### config.mk
export PLATFORM = sky130hd
export DESIGN_NAME = planar_bresenham_line_walker_flat
export DESIGN_NICKNAME = d
export VERILOG_FILES = /design/src/hw/rtl/pblw_pkg.sv /design/src/hw/rtl/pblw_in_if.sv /design/src/hw/rtl/pblw_out_if.sv /design/src/hw/rtl/pblw_cfg_if.sv /design/src/hw/rtl/planar_bresenham_line_walker.sv /design/src/flat_wrapper.sv
export SDC_FILE = /design/constraint.sdc
export NUM_CORES = 1
export LEC_CHECK = 0
export BUFFER_PORTS_ARGS = -buffer_cell sky130_fd_sc_hd__buf_4
export CAP_MARGIN = 20
export CORE_UTILIZATION = 65
export DETAILED_ROUTE_END_ITERATION = 8
export PLACE_DENSITY = 0.84
export SLEW_MARGIN = 25
export SYNTH_ARGS = -nofsm -noshare
export SYNTH_HDL_FRONTEND = slang
export SYNTH_SLANG_ARGS = --single-unit
### constraint.sdc
create_clock -name clk_i -period 9.8 [get_ports clk_i]
set_input_delay 0.98 -clock clk_i [delete_from_list [all_inputs] [get_ports clk_i]]
set_output_delay 0.98 -clock clk_i [all_outputs]
set_load 0.02 [all_outputs]
### src/hw/rtl/pblw_pkg.sv
// ----------------------------------------------------------------------------
// pblw_pkg
// Shared widths, reset values and codes of the planar line walker.
// ----------------------------------------------------------------------------
package pblw_pkg;

  localparam int OFF_W  = 22;
  localparam int MASK_W = 8;
  localparam int LB_W   = 11;

  localparam logic [LB_W-1:0]   LB_RESET   = LB_W'(80);
  localparam logic [MASK_W-1:0] MASK_RESET = 8'h80;

  typedef enum logic {
    FUNC_START = 1'b0,
    FUNC_STEP  = 1'b1
  } func_e;

  typedef struct packed {
    logic [OFF_W-1:0]  byte_offset;
    logic [MASK_W-1:0] bit_mask;
    logic              last_pixel;
  } pix_t;

endpackage

### src/hw/rtl/pblw_in_if.sv
// ----------------------------------------------------------------------------
// pblw_in_if
// Command channel: start a line or step one pixel.
// ----------------------------------------------------------------------------
interface pblw_in_if #(
  parameter int COORD_BITS = 11
) ();
  logic                         valid;
  logic                         ready;
  logic                         func;
  logic        [COORD_BITS-1:0] start_x;
  logic        [COORD_BITS-1:0] start_y;
  logic signed [COORD_BITS:0]   delta_x;
  logic signed [COORD_BITS:0]   delta_y;

  modport source (output valid, func, start_x, start_y, delta_x, delta_y, input ready);
  modport sink   (input valid, func, start_x, start_y, delta_x, delta_y, output ready);
endinterface

### src/hw/rtl/pblw_out_if.sv
// ----------------------------------------------------------------------------
// pblw_out_if
// Pixel channel: byte offset, bit mask and last flag per beat.
// ----------------------------------------------------------------------------
interface pblw_out_if import pblw_pkg::*; ();
  logic              valid;
  logic              ready;
  logic [OFF_W-1:0]  byte_offset;
  logic [MASK_W-1:0] bit_mask;
  logic              last_pixel;

  modport source (output valid, byte_offset, bit_mask, last_pixel, input ready);
  modport sink   (input valid, byte_offset, bit_mask, last_pixel, output ready);
endinterface

### src/hw/rtl/pblw_cfg_if.sv
// ----------------------------------------------------------------------------
// pblw_cfg_if
// Configuration write channel carrying the scan line length in bytes.
// ----------------------------------------------------------------------------
interface pblw_cfg_if import pblw_pkg::*; ();
  logic            valid;
  logic            ready;
  logic [LB_W-1:0] data;

  modport source (output valid, data, input ready);
  modport sink   (input valid, data, output ready);
endinterface

### src/hw/rtl/planar_bresenham_line_walker.sv
// A step beat's pixel is registered into the output register, or into the skid entry under a stall.
// One beat per cycle while the skid entry is empty; a start beat loads the line into the walker state.
// The start offset y*line_bytes + x/8 is one multiply-add into the walker state.
// A two-entry output (register plus skid) keeps the input open under one stall.
// Reset: asynchronous, active low; idle, line_bytes = 80, no clearing pass.
// ----------------------------------------------------------------------------
// planar_bresenham_line_walker
// Bresenham address engine for a one-bit-per-plane frame buffer.
// ----------------------------------------------------------------------------
module planar_bresenham_line_walker import pblw_pkg::*; #(
  parameter int COORD_BITS = 11
) (
  input  logic       clk_i,
  input  logic       rst_ni,
  pblw_cfg_if.sink   cfg_i,
  pblw_in_if.sink    in_i,
  pblw_out_if.source out_o
);

  localparam int DW = COORD_BITS + 1;
  localparam int XW = COORD_BITS + 2;
  localparam logic [DW-1:0] DMIN = {1'b1, {COORD_BITS{1'b0}}};

  logic [LB_W-1:0]       lb_q;
  logic                  active_q, active_d;
  logic [OFF_W-1:0]      off_q, off_d;
  logic [MASK_W-1:0]     mask_q, mask_d;
  logic signed [XW-1:0]  dec_q, dec_d;
  logic [COORD_BITS-1:0] rem_q, rem_d;
  logic [COORD_BITS-1:0] adx_q, adx_d;
  logic [COORD_BITS-1:0] ady_q, ady_d;
  logic                  xmaj_q, xmaj_d;
  logic                  up_q, up_d;

  pix_t out_q, skid_q, pix;
  logic out_v_q, skid_v_q;

  logic acc, push, pop;

  assign cfg_i.ready = 1'b1;
  assign in_i.ready  = !skid_v_q;
  assign acc  = in_i.valid && in_i.ready;
  assign push = acc && (in_i.func == FUNC_STEP) && active_q;
  assign pop  = out_v_q && out_o.ready;

  always_ff @(posedge clk_i or negedge rst_ni) begin
    if (!rst_ni) begin
      lb_q <= LB_RESET;
    end else if (cfg_i.valid) begin
      lb_q <= cfg_i.data;
    end
  end

  // ---- start: mirror, absolute extents, start address ----
  logic [DW-1:0]         dxs, dys;
  logic signed [XW-1:0]  x_e, y_e, dx_e, dy_e, x_m, y_m, dy_m;
  logic                  neg_x;
  logic [COORD_BITS-1:0] s_adx, s_ady, s_major;
  logic                  s_up, s_xmaj;
  logic signed [OFF_W-1:0] y_w, lb_w, row_off, col_off;
  logic [OFF_W-1:0]      s_off;
  logic [MASK_W-1:0]     s_mask;

  always_comb begin
    dxs     = (in_i.delta_x == DMIN) ? DMIN + DW'(1) : in_i.delta_x;
    dys     = (in_i.delta_y == DMIN) ? DMIN + DW'(1) : in_i.delta_y;
    neg_x   = dxs[DW-1];
    x_e     = signed'({2'b00, in_i.start_x});
    y_e     = signed'({2'b00, in_i.start_y});
    dx_e    = XW'(signed'(dxs));
    dy_e    = XW'(signed'(dys));
    x_m     = neg_x ? x_e + dx_e : x_e;
    y_m     = neg_x ? y_e + dy_e : y_e;
    dy_m    = neg_x ? -dy_e : dy_e;
    s_adx   = COORD_BITS'(neg_x ? -dx_e : dx_e);
    s_up    = dy_m[XW-1];
    s_ady   = COORD_BITS'(s_up ? -dy_m : dy_m);
    s_xmaj  = s_adx > s_ady;
    s_major = s_xmaj ? s_adx : s_ady;
    y_w     = OFF_W'(y_m);
    lb_w    = signed'(OFF_W'(lb_q));
    row_off = y_w * lb_w;
    col_off = OFF_W'(x_m >>> 3);
    s_off   = row_off + col_off;
    s_mask  = MASK_RESET >> x_m[2:0];
  end

  // ---- step: emit current pixel and advance ----
  logic signed [XW-1:0] dec_sub;
  logic                 do_row, do_col, wrap;
  logic [OFF_W-1:0]     row_add;
  logic [MASK_W-1:0]    mask_sh;

  always_comb begin
    pix.byte_offset = off_q;
    pix.bit_mask    = mask_q;
    pix.last_pixel  = (rem_q == '0);

    dec_sub = dec_q - signed'(XW'(xmaj_q ? ady_q : adx_q));
    do_row  = xmaj_q ? dec_sub[XW-1] : 1'b1;
    do_col  = xmaj_q ? 1'b1 : dec_sub[XW-1];
    mask_sh = mask_q >> 1;
    wrap    = do_col && mask_q[0];
    row_add = do_row ? (up_q ? -OFF_W'(lb_q) : OFF_W'(lb_q)) : '0;

    active_d = active_q;
    off_d    = off_q;
    mask_d   = mask_q;
    dec_d    = dec_q;
    rem_d    = rem_q;
    adx_d    = adx_q;
    ady_d    = ady_q;
    xmaj_d   = xmaj_q;
    up_d     = up_q;

    if (acc && in_i.func == FUNC_START) begin
      active_d = 1'b1;
      off_d    = s_off;
      mask_d   = s_mask;
      dec_d    = signed'(XW'(s_major >> 1));
      rem_d    = s_major;
      adx_d    = s_adx;
      ady_d    = s_ady;
      xmaj_d   = s_xmaj;
      up_d     = s_up;
    end else if (push) begin
      off_d  = off_q + row_add + OFF_W'(wrap);
      mask_d = do_col ? (wrap ? MASK_RESET : mask_sh) : mask_q;
      dec_d  = dec_sub[XW-1]
             ? dec_sub + signed'(XW'(xmaj_q ? adx_q : ady_q)) : dec_sub;
      if (rem_q == '0) begin
        active_d = 1'b0;
      end else begin
        rem_d = rem_q - COORD_BITS'(1);
      end
    end
  end

  always_ff @(posedge clk_i or negedge rst_ni) begin
    if (!rst_ni) begin
      active_q <= 1'b0;
      off_q    <= '0;
      mask_q   <= MASK_RESET;
      dec_q    <= '0;
      rem_q    <= '0;
      adx_q    <= '0;
      ady_q    <= '0;
      xmaj_q   <= 1'b0;
      up_q     <= 1'b0;
    end else begin
      active_q <= active_d;
      off_q    <= off_d;
      mask_q   <= mask_d;
      dec_q    <= dec_d;
      rem_q    <= rem_d;
      adx_q    <= adx_d;
      ady_q    <= ady_d;
      xmaj_q   <= xmaj_d;
      up_q     <= up_d;
    end
  end

  // ---- output register with skid ----
  always_ff @(posedge clk_i or negedge rst_ni) begin
    if (!rst_ni) begin
      out_v_q  <= 1'b0;
      skid_v_q <= 1'b0;
    end else if (skid_v_q) begin
      if (pop) begin
        skid_v_q <= 1'b0;
      end
    end else if (push) begin
      if (!out_v_q || pop) begin
        out_v_q <= 1'b1;
      end else begin
        skid_v_q <= 1'b1;
      end
    end else if (pop) begin
      out_v_q <= 1'b0;
    end
  end

  always_ff @(posedge clk_i) begin
    if (skid_v_q) begin
      if (pop) begin
        out_q <= skid_q;
      end
    end else if (push) begin
      if (!out_v_q || pop) begin
        out_q <= pix;
      end else begin
        skid_q <= pix;
      end
    end
  end

  assign out_o.valid       = out_v_q;
  assign out_o.byte_offset = out_q.byte_offset;
  assign out_o.bit_mask    = out_q.bit_mask;
  assign out_o.last_pixel  = out_q.last_pixel;

`ifndef SYNTH
  a_skid_needs_out: assert property (@(posedge clk_i) disable iff (!rst_ni)
    skid_v_q |-> out_v_q)
    else $error("skid entry held without output entry");

  a_mask_onehot: assert property (@(posedge clk_i) disable iff (!rst_ni)
    $onehot(mask_q))
    else $error("pixel mask not one-hot");

  a_last_ends_line: assert property (@(posedge clk_i) disable iff (!rst_ni)
    (push && rem_q == '0) |=> !active_q)
    else $error("line still active after last pixel");

  a_push_lands: assert property (@(posedge clk_i) disable iff (!rst_ni)
    push |=> out_v_q)
    else $error("pixel beat lost");
`endif

endmodule
### src/flat_wrapper.sv
// flat-port wrapper written by rule: the top's interface ports become plain ports
module planar_bresenham_line_walker_flat import pblw_pkg::*;
#(
  parameter int COORD_BITS = 11
)
  (clk_i, rst_ni, cfg_i_valid, cfg_i_data, cfg_i_ready, in_i_valid, in_i_func, in_i_start_x, in_i_start_y, in_i_delta_x, in_i_delta_y, in_i_ready, out_o_valid, out_o_byte_offset, out_o_bit_mask, out_o_last_pixel, out_o_ready);
  pblw_cfg_if cfg_i_i ();
  pblw_in_if #(.COORD_BITS(COORD_BITS)) in_i_i ();
  pblw_out_if out_o_i ();
  input  logic clk_i;
  input  logic rst_ni;
  input wire logic [$bits(cfg_i_i.valid)-1:0] cfg_i_valid;
  input wire logic [$bits(cfg_i_i.data)-1:0] cfg_i_data;
  output wire logic [$bits(cfg_i_i.ready)-1:0] cfg_i_ready;
  input wire logic [$bits(in_i_i.valid)-1:0] in_i_valid;
  input wire logic [$bits(in_i_i.func)-1:0] in_i_func;
  input wire logic [$bits(in_i_i.start_x)-1:0] in_i_start_x;
  input wire logic [$bits(in_i_i.start_y)-1:0] in_i_start_y;
  input wire logic [$bits(in_i_i.delta_x)-1:0] in_i_delta_x;
  input wire logic [$bits(in_i_i.delta_y)-1:0] in_i_delta_y;
  output wire logic [$bits(in_i_i.ready)-1:0] in_i_ready;
  output wire logic [$bits(out_o_i.valid)-1:0] out_o_valid;
  output wire logic [$bits(out_o_i.byte_offset)-1:0] out_o_byte_offset;
  output wire logic [$bits(out_o_i.bit_mask)-1:0] out_o_bit_mask;
  output wire logic [$bits(out_o_i.last_pixel)-1:0] out_o_last_pixel;
  input wire logic [$bits(out_o_i.ready)-1:0] out_o_ready;
  assign cfg_i_i.valid = cfg_i_valid;
  assign cfg_i_i.data = cfg_i_data;
  assign cfg_i_ready = cfg_i_i.ready;
  assign in_i_i.valid = in_i_valid;
  assign in_i_i.func = in_i_func;
  assign in_i_i.start_x = in_i_start_x;
  assign in_i_i.start_y = in_i_start_y;
  assign in_i_i.delta_x = in_i_delta_x;
  assign in_i_i.delta_y = in_i_delta_y;
  assign in_i_ready = in_i_i.ready;
  assign out_o_valid = out_o_i.valid;
  assign out_o_byte_offset = out_o_i.byte_offset;
  assign out_o_bit_mask = out_o_i.bit_mask;
  assign out_o_last_pixel = out_o_i.last_pixel;
  assign out_o_i.ready = out_o_ready;
  planar_bresenham_line_walker #(.COORD_BITS(COORD_BITS)) u_core (.clk_i(clk_i), .rst_ni(rst_ni), .cfg_i(cfg_i_i), .in_i(in_i_i), .out_o(out_o_i));
endmodule
After elaboration in Yosys (flattened, before gate mapping)
Cells that the tools add are included.
{"block": "word_totals", "reg_bits": 154, "latch_bits": 0, "ram_bits": 0, "rom_bits": 0, "output_inout_bits": 34, "mem_count": 0}
{"block": "op_classes", "add_sub_neg": 12, "multipliers": 1, "n_div": 0, "order_cmp": 1, "n_eq_ne": 5, "n_shift": 1, "mux": 40, "bitwise_logic": 3, "n_reduce_logical": 22}
{"operator": "$mux 31", "n": 4}
{"operator": "$mux 11", "n": 8}
{"operator": "$mux 22", "n": 4}
{"operator": "$mux 13", "n": 6}
{"operator": "$mux 8", "n": 4}
{"operator": "$add 12x12->13", "n": 2}
{"operator": "$eq 12x12->1 const B", "n": 2}
{"operator": "$mux 12", "n": 2}
{"operator": "$add 22x1->22", "n": 1}
{"operator": "$add 22x10->22", "n": 1}
{"operator": "$add 22x22->22", "n": 1}
{"operator": "$mul 13x12->22", "n": 1}
{"operator": "$neg 11->11", "n": 2}
{"operator": "$neg 11->22", "n": 1}
{"operator": "$add 13x13->13", "n": 1}
{"operator": "$neg 12->13", "n": 1}
{"operator": "$sub 13x13->13", "n": 1}
{"operator": "$mux 1", "n": 12}
{"operator": "$reduce_bool 2->1", "n": 6}
{"operator": "$gt 11x11->1", "n": 1}
{"operator": "$logic_not 11->1", "n": 1}
{"operator": "$sub 11x1->11 const B", "n": 1}
{"operator": "$reduce_and 3->1", "n": 3}
{"operator": "$shr 8x3->8 const A", "n": 1}
{"operator": "other kinds (6)", "n": 18}

Logic depth before layout (Yosys ltp)
Gate-level depths: netlist of the first run.
{"block": "logic_depth", "word_depth": 9, "ltp_mapped": 34}

Least setup slack after synthesis of the first run
OpenSTA, ideal clock, no wires.
{"block": "synth_path", "path_kind": "input port to flip-flop", "from": "input port in_i_delta_y[2]", "to": "register u_core.off_q[21]", "arrival_ns": 8.268, "required_ns": 9.723, "slack_ns": 1.454, "cell_stages": 33, "path_cell_list": "clkbuf_1 -> nor4_1 -> a31oi_1 -> inv_1 -> ha_1 -> fa_1 -> a21oi_1 -> o211ai_1 -> o21ai_0 -> xnor2_1 -> mux2_2 -> clkbuf_1 -> and2_1 -> fa_1 -> inv_1 -> fa_1 -> inv_1 -> fa_1 -> fa_1 -> inv_1 -> fa_1 -> inv_1 -> ha_1 -> o211ai_1 -> a21boi_0 -> nand2_1 -> a211oi_1 -> o31ai_1 -> o21ai_0 -> xnor2_1 -> xnor2_1 -> nor2_1 -> a21oi_1"}
{"block": "synth_via", "elab_chain_cells": 7}
{"element": "from (decl)", "line": "flat_wrapper.sv:20", "source": "input wire logic [$bits(in_i_i.delta_y)-1:0] in_i_delta_y;"}
{"element": "$eq 12x12->1", "line": "planar_bresenham_line_walker.sv:66", "source": "dys = (in_i.delta_y == DMIN) ? DMIN + DW'(1) : in_i.delta_y;"}
{"element": "$mux 12 *", "line": "planar_bresenham_line_walker.sv:66"}
{"element": "$add 12x12->13 *", "line": "planar_bresenham_line_walker.sv:73", "source": "y_m = neg_x ? y_e + dy_e : y_e;"}
{"element": "$mux 13 *", "line": "planar_bresenham_line_walker.sv:73"}
{"element": "$mul 13x12->22 *", "line": "planar_bresenham_line_walker.sv:82", "source": "row_off = y_w * lb_w;"}
{"element": "$add 22x10->22 *", "line": "planar_bresenham_line_walker.sv:84", "source": "s_off = row_off + col_off;"}
{"element": "$mux 22 *", "line": "planar_bresenham_line_walker.sv:116", "source": "if (acc && in_i.func == FUNC_START) begin"}
{"element": "to (signal assigned)", "line": "planar_bresenham_line_walker.sv:142", "source": "off_q <= '0;"}
{"element": "to (signal assigned)", "line": "planar_bresenham_line_walker.sv:152", "source": "off_q <= off_d;"}
{"element": "to (decl)", "line": "planar_bresenham_line_walker.sv:26", "source": "logic [OFF_W-1:0] off_q, off_d;"}
Mark *: on every way between the ends. The rest lies on a longest branch, timed or not.
A chain may end at the register's enable or synchronous reset.

Worst setup path in the final report of the first run
{"block": "layout_path", "from": "input port in_i_delta_y[10]", "to": "register u_core.off_q[21]"}
Same word-level chain as after synthesis.

==> results.md, run 1 <==
Synthesis:
- The number of cells produced by synthesis is about 1800.
- The warning count from the yosys run is 0.
- When the netlist entered floorplanning its net count stood at about 2200.
- The most instantiated flip-flop cell in the synthesis netlist is dfrtp_1.
- Averaged over all synthesized cells, the footprint is between 9 and 10 um2.
- Ranked by total cell area, the synthesized netlist is headed by fa_1, dfrtp_1, edfxtp_1, ha_1, inv_1.
- The mapped netlist covers about 0.016 mm2.
- The share of the Yosys chip area taken by registers is about 25%.
- The number of storage elements in the synthesis netlist is 154.
- Of the post-synthesis cell area, the dominant cell type holds between 10% and 20%.
- The number of distinct library cell variants in the gate-level netlist after synthesis is 65.
- The cell taking the most area after synthesis is fa_1.
- The count of flip-flops with a built-in enable after synthesis is 62.
- The share of synthesized flip-flops with an asynchronous set or reset is between 50 and 60%.

STA:
- In this run the tightest slew margin relative to its limit is between 40 and 50%.
- The number of hold violations in the final report is 0.
- Setup violations remaining at the end of the flow were counted as 0.
- For the pin with the worst max-slew slack, the measured transition is 0.850 ns.
- The count of pins over their slew limit was 0.
- Static timing analysis puts the maximum clock frequency at approximately 0.11 GHz.
- The clock arrives with around 0.014 ns of skew.
- In the final timing run, aggregate negative setup slack is 0 ns.
- The routed design could run at a clock period as short as about 8.9 ns.
- Setup repair after global routing left no endpoint under its margin.
- Of the available clock period, the critical path in the final layout requires around nine tenths.

Clock tree:
- TritonCTS created 17 clock buffers.
- The clock drives about 150 sinks.
- The H-tree was split into 4 levels.
- The TritonCTS clock tree is done.
- Buffers inserted to repair hold after CTS numbered 0.
- At the later pin of the worst-skew pair, clock insertion delay measures 0.43 ns.
- The clock passes through at most 2 buffers.
- After clock tree synthesis, the clock-pin slew on the worst setup and hold paths is ~0.07 ns.
- CTS placed an instance of clkbuf_16 at the clock tree root.
- The number of setup buffers added after CTS is 0.
- Once the clock tree was built, the resizer swapped 0 gates to a different size.

Placement:
- The weighted congestion reported at the end of routability-driven placement is slightly below 1.
- Summed over all nets, the half-perimeter wirelength after detailed placement is 30000 um.
- In this run the tool buffered the top-level ports with 95 buffer cells.

Critical path:
- The worst-case reg-to-reg path depth is 20.
- The setup check on the worst reg-to-reg path leaves a slack of between 3 and 4 ns.
- On the critical path, the stage with the largest delay is an instance of a21oi_1.
- The launch point of the worst reg-to-reg path is u_core.lb_q[0]$_DFFE_PN0P_.
- At the worst endpoint, the arrival time is a little over 9 ns.
- The critical path is of the primary input to register type.
- STA classifies the critical path startpoint as a primary input.
- The endpoint required time on the critical path is around 10 ns.
- The critical path capture point type is a register.
- On the worst path, the slowest cell contributes a delay of about 0.6 ns.
- The destination of the worst register-to-register timing path is u_core.off_q[21]$_DFFE_PN0P_.
- The biggest fanout along the worst timing path is 11.

Routing:
- The first-pass iteration count of the detailed router is 7.
- The total detailed-routing wirelength is 39400 um.
- The count of routing violations after the opening detailed-route iteration is roughly 1100.
- Once detail routing completed, the nets flagged for antenna violations numbered 0.
- The detailed router placed about 13000 vias in this run.
- For this run, design rule violations remaining after detail routing come to 0.
- The vias per cell is 5.99.
- The wire length per cell is between 15 and 20 um.

Final layout:
- The final-stage net count is roughly 2200.
- Compared with the post-synthesis result, the final layout area differs by 9.07%.
- The number of antenna diodes in the final layout is 0.
- The fraction of final layout cells sized beyond drive strength 1 is between 10 and 15%.

Floorplanning:
- Once the floorplan was initialized, standard cells occupied between 60% and 70% of the core.
- The horizontal extent of the die is 161 um.
- The floorplan row count is 57.
- The die covers 0.0260 mm2.
- The count of boundary I/O pins is a little under 100.
- The total area inside the core boundary comes to 0.0246 mm2.
- In this run the vertical extent of the chip is around 160 um.

Global routing:
- Entering global routing, the biggest net connects between 80 and 90 pins.
- The initial antenna violation count is 0.
- The sum of overflow across all layers after global routing is 0.
- The global-route usage over all layers is 31.8%.
- The via count of the first global-routing pass is 13300.
- The first global-routing pass estimated roughly 65000 um of wire.

Run status:
- The flow ran to the end, and the final reports show no timing, DRC or antenna violations.

Run:
- The tool flagged a number of max-cap violations equal to 0.

Hold path:
- The path class of the tightest hold or removal check is primary input to asynchronous set/reset pin.
[cell families after synthesis]
logic type	synth area share [%]
other cells	0.0228
compound gates	13.1
flops	25.3
fa+ha+maj	27.2
buf+inv	7.48
xor+xnor	6.60
mux	5.87
simple gates	14.4
[cell usage in the layout (no fill, tap or decap), types with 5 or more instances in the layout]
cell | netlist | routed
dfrtp_1 | 89 | 89
clkbuf_16 | 0 | 17
nor3_1 | 26 | 26
o21bai_1 | 14 | 14
o22ai_1 | 8 | 8
a21oi_1 | 91 | 90
ha_1 | 134 | 134
a31oi_1 | 11 | 11
o31ai_1 | 15 | 14
buf_4 | 1 | 113
or2_2 | 5 | 5
or3_1 | 16 | 16
mux2_2 | 61 | 61
fa_1 | 140 | 140
xor2_1 | 51 | 51
and2_1 | 53 | 53
xnor2_1 | 73 | 73
nand3_1 | 26 | 26
o211ai_1 | 13 | 13
inv_1 | 232 | 232
o21ai_0 | 104 | 104
mux2i_1 | 28 | 28
nor2b_1 | 24 | 23
nor2_1 | 108 | 108
nand2b_1 | 18 | 17
a211oi_1 | 23 | 23
nor4_1 | 14 | 14
nand2_1 | 190 | 190
o21a_1 | 14 | 14
a21o_1 | 16 | 16
edfxtp_1 | 62 | 62
and3_1 | 9 | 9
[layer usage]
metal,global-route usage (%),share of wire [%],up-vias
li1,-,-,6168
met1,42.6,43,6422
met2,52.6,47,503
met3,6.06,7.7,70
met4,9.61,2.2,0
met5,0,0,-
[Yosys cell counts (all sizes together) (4+ instances only)]
| cell | number |
|---|---|
| or4 | 4 |
| a21boi | 4 |
| nor4 | 14 |
| a21oi | 92 |
| buf | 8 |
| nand4 | 4 |
| o21ai | 105 |
| o211ai | 13 |
| or2 | 5 |
| clkbuf | 87 |
| or3 | 19 |
| nand3 | 26 |
| nor3 | 26 |
| a31oi | 11 |
| o22ai | 8 |
| nor2b | 24 |
| a21o | 16 |
| o311a | 4 |
| nor2 | 108 |
| nand2 | 190 |
| mux2i | 28 |
| dfrtp | 89 |
| o31ai | 15 |
| a211oi | 23 |
| xor2 | 51 |
| edfxtp | 62 |
| inv | 232 |
| o21a | 14 |
| and2 | 53 |
| fa | 140 |
| nand2b | 18 |
| o21bai | 14 |
| xnor2 | 73 |
| ha | 134 |
| and3 | 9 |
| mux2 | 61 |
[state kept, by name, indices dropped and copies added (netlist names), 8 cells and up]
register,count
u_core.adx_q,11
u_core.rem_q,11
u_core.lb_q,11
u_core.out_o.bit_mask,8
u_core.ady_q,11
u_core.out_o.byte_offset,22
u_core.off_q,22
u_core.skid_q,31
u_core.dec_q,13
u_core.mask_q,8
[cell type report]
cell class / count / area, um2
Clock inverter: 13 / 119
Tap cell: 324 / 405
Sequential cell: 154 / 4170
Timing Repair Buffer: 114 / 860
Clock buffer: 19 / 453
Multi-Input combinational cell: 1341 / 11100
Fill cell: 1776 / 6650
Inverter: 232 / 871
[how the worst max path moves through the flow]
stage               slack [ns]                            to  cells past startpoint              from
floorplan                 1.45  u_core.off_q[21]$_DFFE_PN0P_                     33   in_i_delta_y[2]
global placement          0.95  u_core.off_q[21]$_DFFE_PN0P_                     33  in_i_delta_y[10]
detailed placement        0.62  u_core.off_q[21]$_DFFE_PN0P_                     33  in_i_delta_y[10]
CTS                       1.02  u_core.off_q[21]$_DFFE_PN0P_                     33  in_i_delta_y[10]
global route              0.38  u_core.off_q[21]$_DFFE_PN0P_                     33   in_i_delta_y[1]
finish                    0.92  u_core.off_q[21]$_DFFE_PN0P_                     33  in_i_delta_y[10]
[worst max-delay path, delay by kind of cell]
family / cells / cell delay (ns)
adder cells (fa/ha/maj): 7 / 3.16
AO/OA/AOI/OAI: 11 / 2.94
buffers and inverters: 6 / 0.55
XOR/XNOR: 3 / 0.42
AND/OR/NAND/NOR: 6 / 1.14
[per-stage QoR]
step / utilization (%) / worst slack, ns / hold WS [ns] / cells / instance area (um2)
2_1_floorplan: - / 1.45 / 0.425 / 1822 / 16500
3_3_place_gp: 70.6 / 0.954 / 0.429 / 2165 / 17400
3_5_place_dp: 70.6 / 0.619 / 0.442 / 2165 / 17400
4_1_cts: 73.0 / 1.02 / 0.414 / 2197 / 18000
5_1_grt: 73.0 / 0.381 / 0.434 / 2197 / 18000
6_report: 73.0 / 0.919 / 0.424 / 2197 / 18000
Power of run 1 is not shown: default switching activity piles up to over one toggle a cycle in this logic, so the estimate is an artifact.
==> run 2, diff against run 1 <==
--- a/config.mk
+++ b/config.mk
@@ -10,6 +10,7 @@
 export CORE_UTILIZATION = 65
 export DETAILED_ROUTE_END_ITERATION = 8
 export PLACE_DENSITY = 0.84
+export RECOVER_POWER = 25
 export SLEW_MARGIN = 25
 export SYNTH_ARGS = -nofsm -noshare
 export SYNTH_HDL_FRONTEND = slang
==> results.md, run 2 (same netlist as run 1, synthesis figures left out) <==
Clock tree:
- The clock transition at the registers of the reported paths is 0.07 ns (about the same).
- The post-cts repair resize count is 0 (unchanged).
- The number of setup buffers added after CTS is 0 (unchanged).
- The maximum clock path buffer count is 2 (unchanged).
- The cell at the root of the clock tree was clkbuf_16 (unchanged).
- The H-tree depth came to 4 (unchanged).
- The number of buffers added to fix hold violations after cts is 0 (unchanged).
- The TritonCTS clock tree is done (unchanged).
- The number of clock sinks seen by CTS is 154 (unchanged).
- The clock insertion delay at the later pin of the skew report is 0.43 ns (about the same).
- The number of buffers created by CTS is 17 (unchanged).

Placement:
- The number of buffers inserted by port buffering is 95 (unchanged).
- The post-placement setup slack came to 0.619 ns (unchanged).
- The weighted congestion reported at the end of routability-driven placement came to 0.974 (unchanged).
- The post-detailed-placement half-perimeter wirelength is 30000 um (unchanged).

Final layout:
- The final-stage net count came to 2197 (unchanged).
- The number of flip-flops under the largest register name is 31 (unchanged).
- The fraction of final layout cells sized beyond drive strength 1 is 11.9% (was 12.1%).
- The area used by multi-input combinational logic was 0.0111 mm2 (unchanged).
- The combined flip-flop and latch cell area is 0.00417 mm2 (unchanged).
- The total inserted antenna cells is 0 (unchanged).
- The core occupancy in the finished layout is 72.9% (was 73.0%).
- The most frequent standard cell in the layout excluding fill and tap cells is inv_1 (unchanged).
- Most frequent cells in the layout: inv_1, nand2_1, fa_1, ha_1, buf_4 (unchanged).
- The register name with the most flops is u_core.skid_q (unchanged).
- The area added between synthesis and finish is 9.00% (was 9.07%).
- The number of fill cells in the layout is 1781 (was 1776).

Global routing:
- The via count of the first global-routing pass is 13300 (unchanged).
- The global-route wire length before repair is 65400 um (unchanged).
- The initial antenna violation count is 0 (unchanged).
- The global-route usage over all layers is 31.8% (unchanged).
- The sum of overflow across all layers after global routing was 0 (unchanged).
- The pin count of the biggest net entering global routing was 82 (unchanged).

Critical path:
- The delay of the slowest cell on the worst path came to 0.60 ns (about the same).
- The slowest stage cell on the critical path is a21oi_1 (unchanged).
- The destination of the worst register-to-register timing path is u_core.off_q[21]$_DFFE_PN0P_ (unchanged).
- The launch point of the worst reg-to-reg path is u_core.lb_q[0]$_DFFE_PN0P_ (unchanged).
- The data arrival time of the critical path is 9.25 ns (was 9.24 ns).
- The biggest fanout along the worst timing path is 11 (unchanged).
- The critical path capture point type is a register (unchanged).
- The worst-case reg-to-reg path depth is 20 (unchanged).
- The kind of start point of the critical path was a primary input (unchanged).
- The startpoint-to-endpoint class of the critical path is primary input to register (unchanged).
- The endpoint required time on the critical path came to 10.16 ns (was 10.15 ns).
- The reg2reg setup slack is 3.07 ns (about the same).

STA:
- RSZ-0062 raised after global routing: false (unchanged).
- The number of hold violations in the final report is 0 (unchanged).
- The final worst slack is 0.903 ns (was 0.919 ns).
- The final-layout setup total negative slack is 0 ns (unchanged).
- The final cycle utilization of the critical path is 90.8% (was 90.6%).
- The clock period minus worst slack was 8.90 ns (was 8.88 ns).
- The peak clock frequency supported by timing is 0.112 GHz (was 0.113 GHz).
- The worst-margin pin slew is 1.82 ns (was 0.850 ns).
- The final setup violation count is 0 (unchanged).
- The worst slew slack as a fraction of its limit came to -21.2% (was 42.8%).
- The setup skew after layout came to 0.0141 ns (was 0.0142 ns).
- The count of pins over their slew limit is 38 (was 0).

Floorplanning:
- The horizontal extent of the die is 161 um (unchanged).
- The vertical die dimension is 161 um (unchanged).
- The count of boundary I/O pins is 97 (unchanged).
- The core outline area is 0.0246 mm2 (unchanged).
- The effective utilization at floorplan is 66.9% (unchanged).
- The floorplan row count is 57 (unchanged).
- The area of the die was 0.0260 mm2 (unchanged).

Routing:
- The vias per cell is 5.98 (was 5.99).
- The remaining design rule violation count is 0 (unchanged).
- The count of routing violations after the opening detailed-route iteration is 1089 (was 1088).
- The detailed-route via count is 13100 (was 13200).
- The total detailed-routing wirelength was 39400 um (about the same).
- The wire length per cell is 18.0 um (was 17.9 um).
- The number of nets still failing antenna checks after routing came to 0 (unchanged).
- The first-pass iteration count of the detailed router came to 5 (was 7).

Hold path:
- For hold timing, the worst endpoint is u_core.skid_q[9]$_DFFE_PP_.
- The startpoint identified for the worst hold timing path is u_core.off_q[0]$_DFFE_PN0P_.
- Along the worst hold path, the cell count comes to 0.
- The path type of the worst min-delay path is register to register (was primary input to asynchronous set/reset pin).

Run status:
- Result of the run: finished with violations (was finished clean).
- The final reports fail on max-capacitance violations, max-slew violations.

Run:
- The number of max-capacitance violations reported was 1 (was 0).
==> run 2: routing by layer <==
metal  vias up  track usage (%)  wire (um)  part of all wire (%)
met5         -                0          0                     0
met4         0             9.61        891                   2.3
met2       497             52.6      18500                    47
met3        74             6.06       3020                   7.6
li1       6165                -          -                     -
met1      6408             42.6      17000                    43
==> run 2: worst max path at each step <==
stage                     startpoint                            to  slack (ns)  depth (start not counted)
CTS                 in_i_delta_y[10]  u_core.off_q[21]$_DFFE_PN0P_        1.02                         33
floorplan            in_i_delta_y[2]  u_core.off_q[21]$_DFFE_PN0P_        1.45                         33
finish              in_i_delta_y[10]  u_core.off_q[21]$_DFFE_PN0P_        0.90                         33
global route         in_i_delta_y[1]  u_core.off_q[21]$_DFFE_PN0P_        0.38                         33
global placement    in_i_delta_y[10]  u_core.off_q[21]$_DFFE_PN0P_        0.95                         33
detailed placement  in_i_delta_y[10]  u_core.off_q[21]$_DFFE_PN0P_        0.62                         33
==> run 2: through the flow <==
stage | std cells | hold WS, ns | cell area [um2]
after detailed placement | 2165 | 0.442 | 17400
after floorplan | 1822 | 0.425 | 16500
after CTS | 2197 | 0.414 | 18000
final | 2197 | 0.473 | 17900
after global placement | 2165 | 0.429 | 17400
after global routing | 2197 | 0.469 | 17900
==> run 2: layout make-up <==
type                            instances  area share [%]
Multi-Input combinational cell       1341            61.8
Clock inverter                         13           0.662
Tap cell                              324            2.26
Clock buffer                           19            2.52
Timing Repair Buffer                  114            4.73
Sequential cell                       154            23.2
Inverter                              232            4.85
==> run 2: worst max-delay path: cells and delay by family <==
family	cells	cell delay, ns
xor+xnor	3	0.42
simple gates	6	1.14
buf+inv	6	0.56
compound gates	11	2.96
fa+ha+maj	7	3.16
Power of run 2 is left out for the same reason.
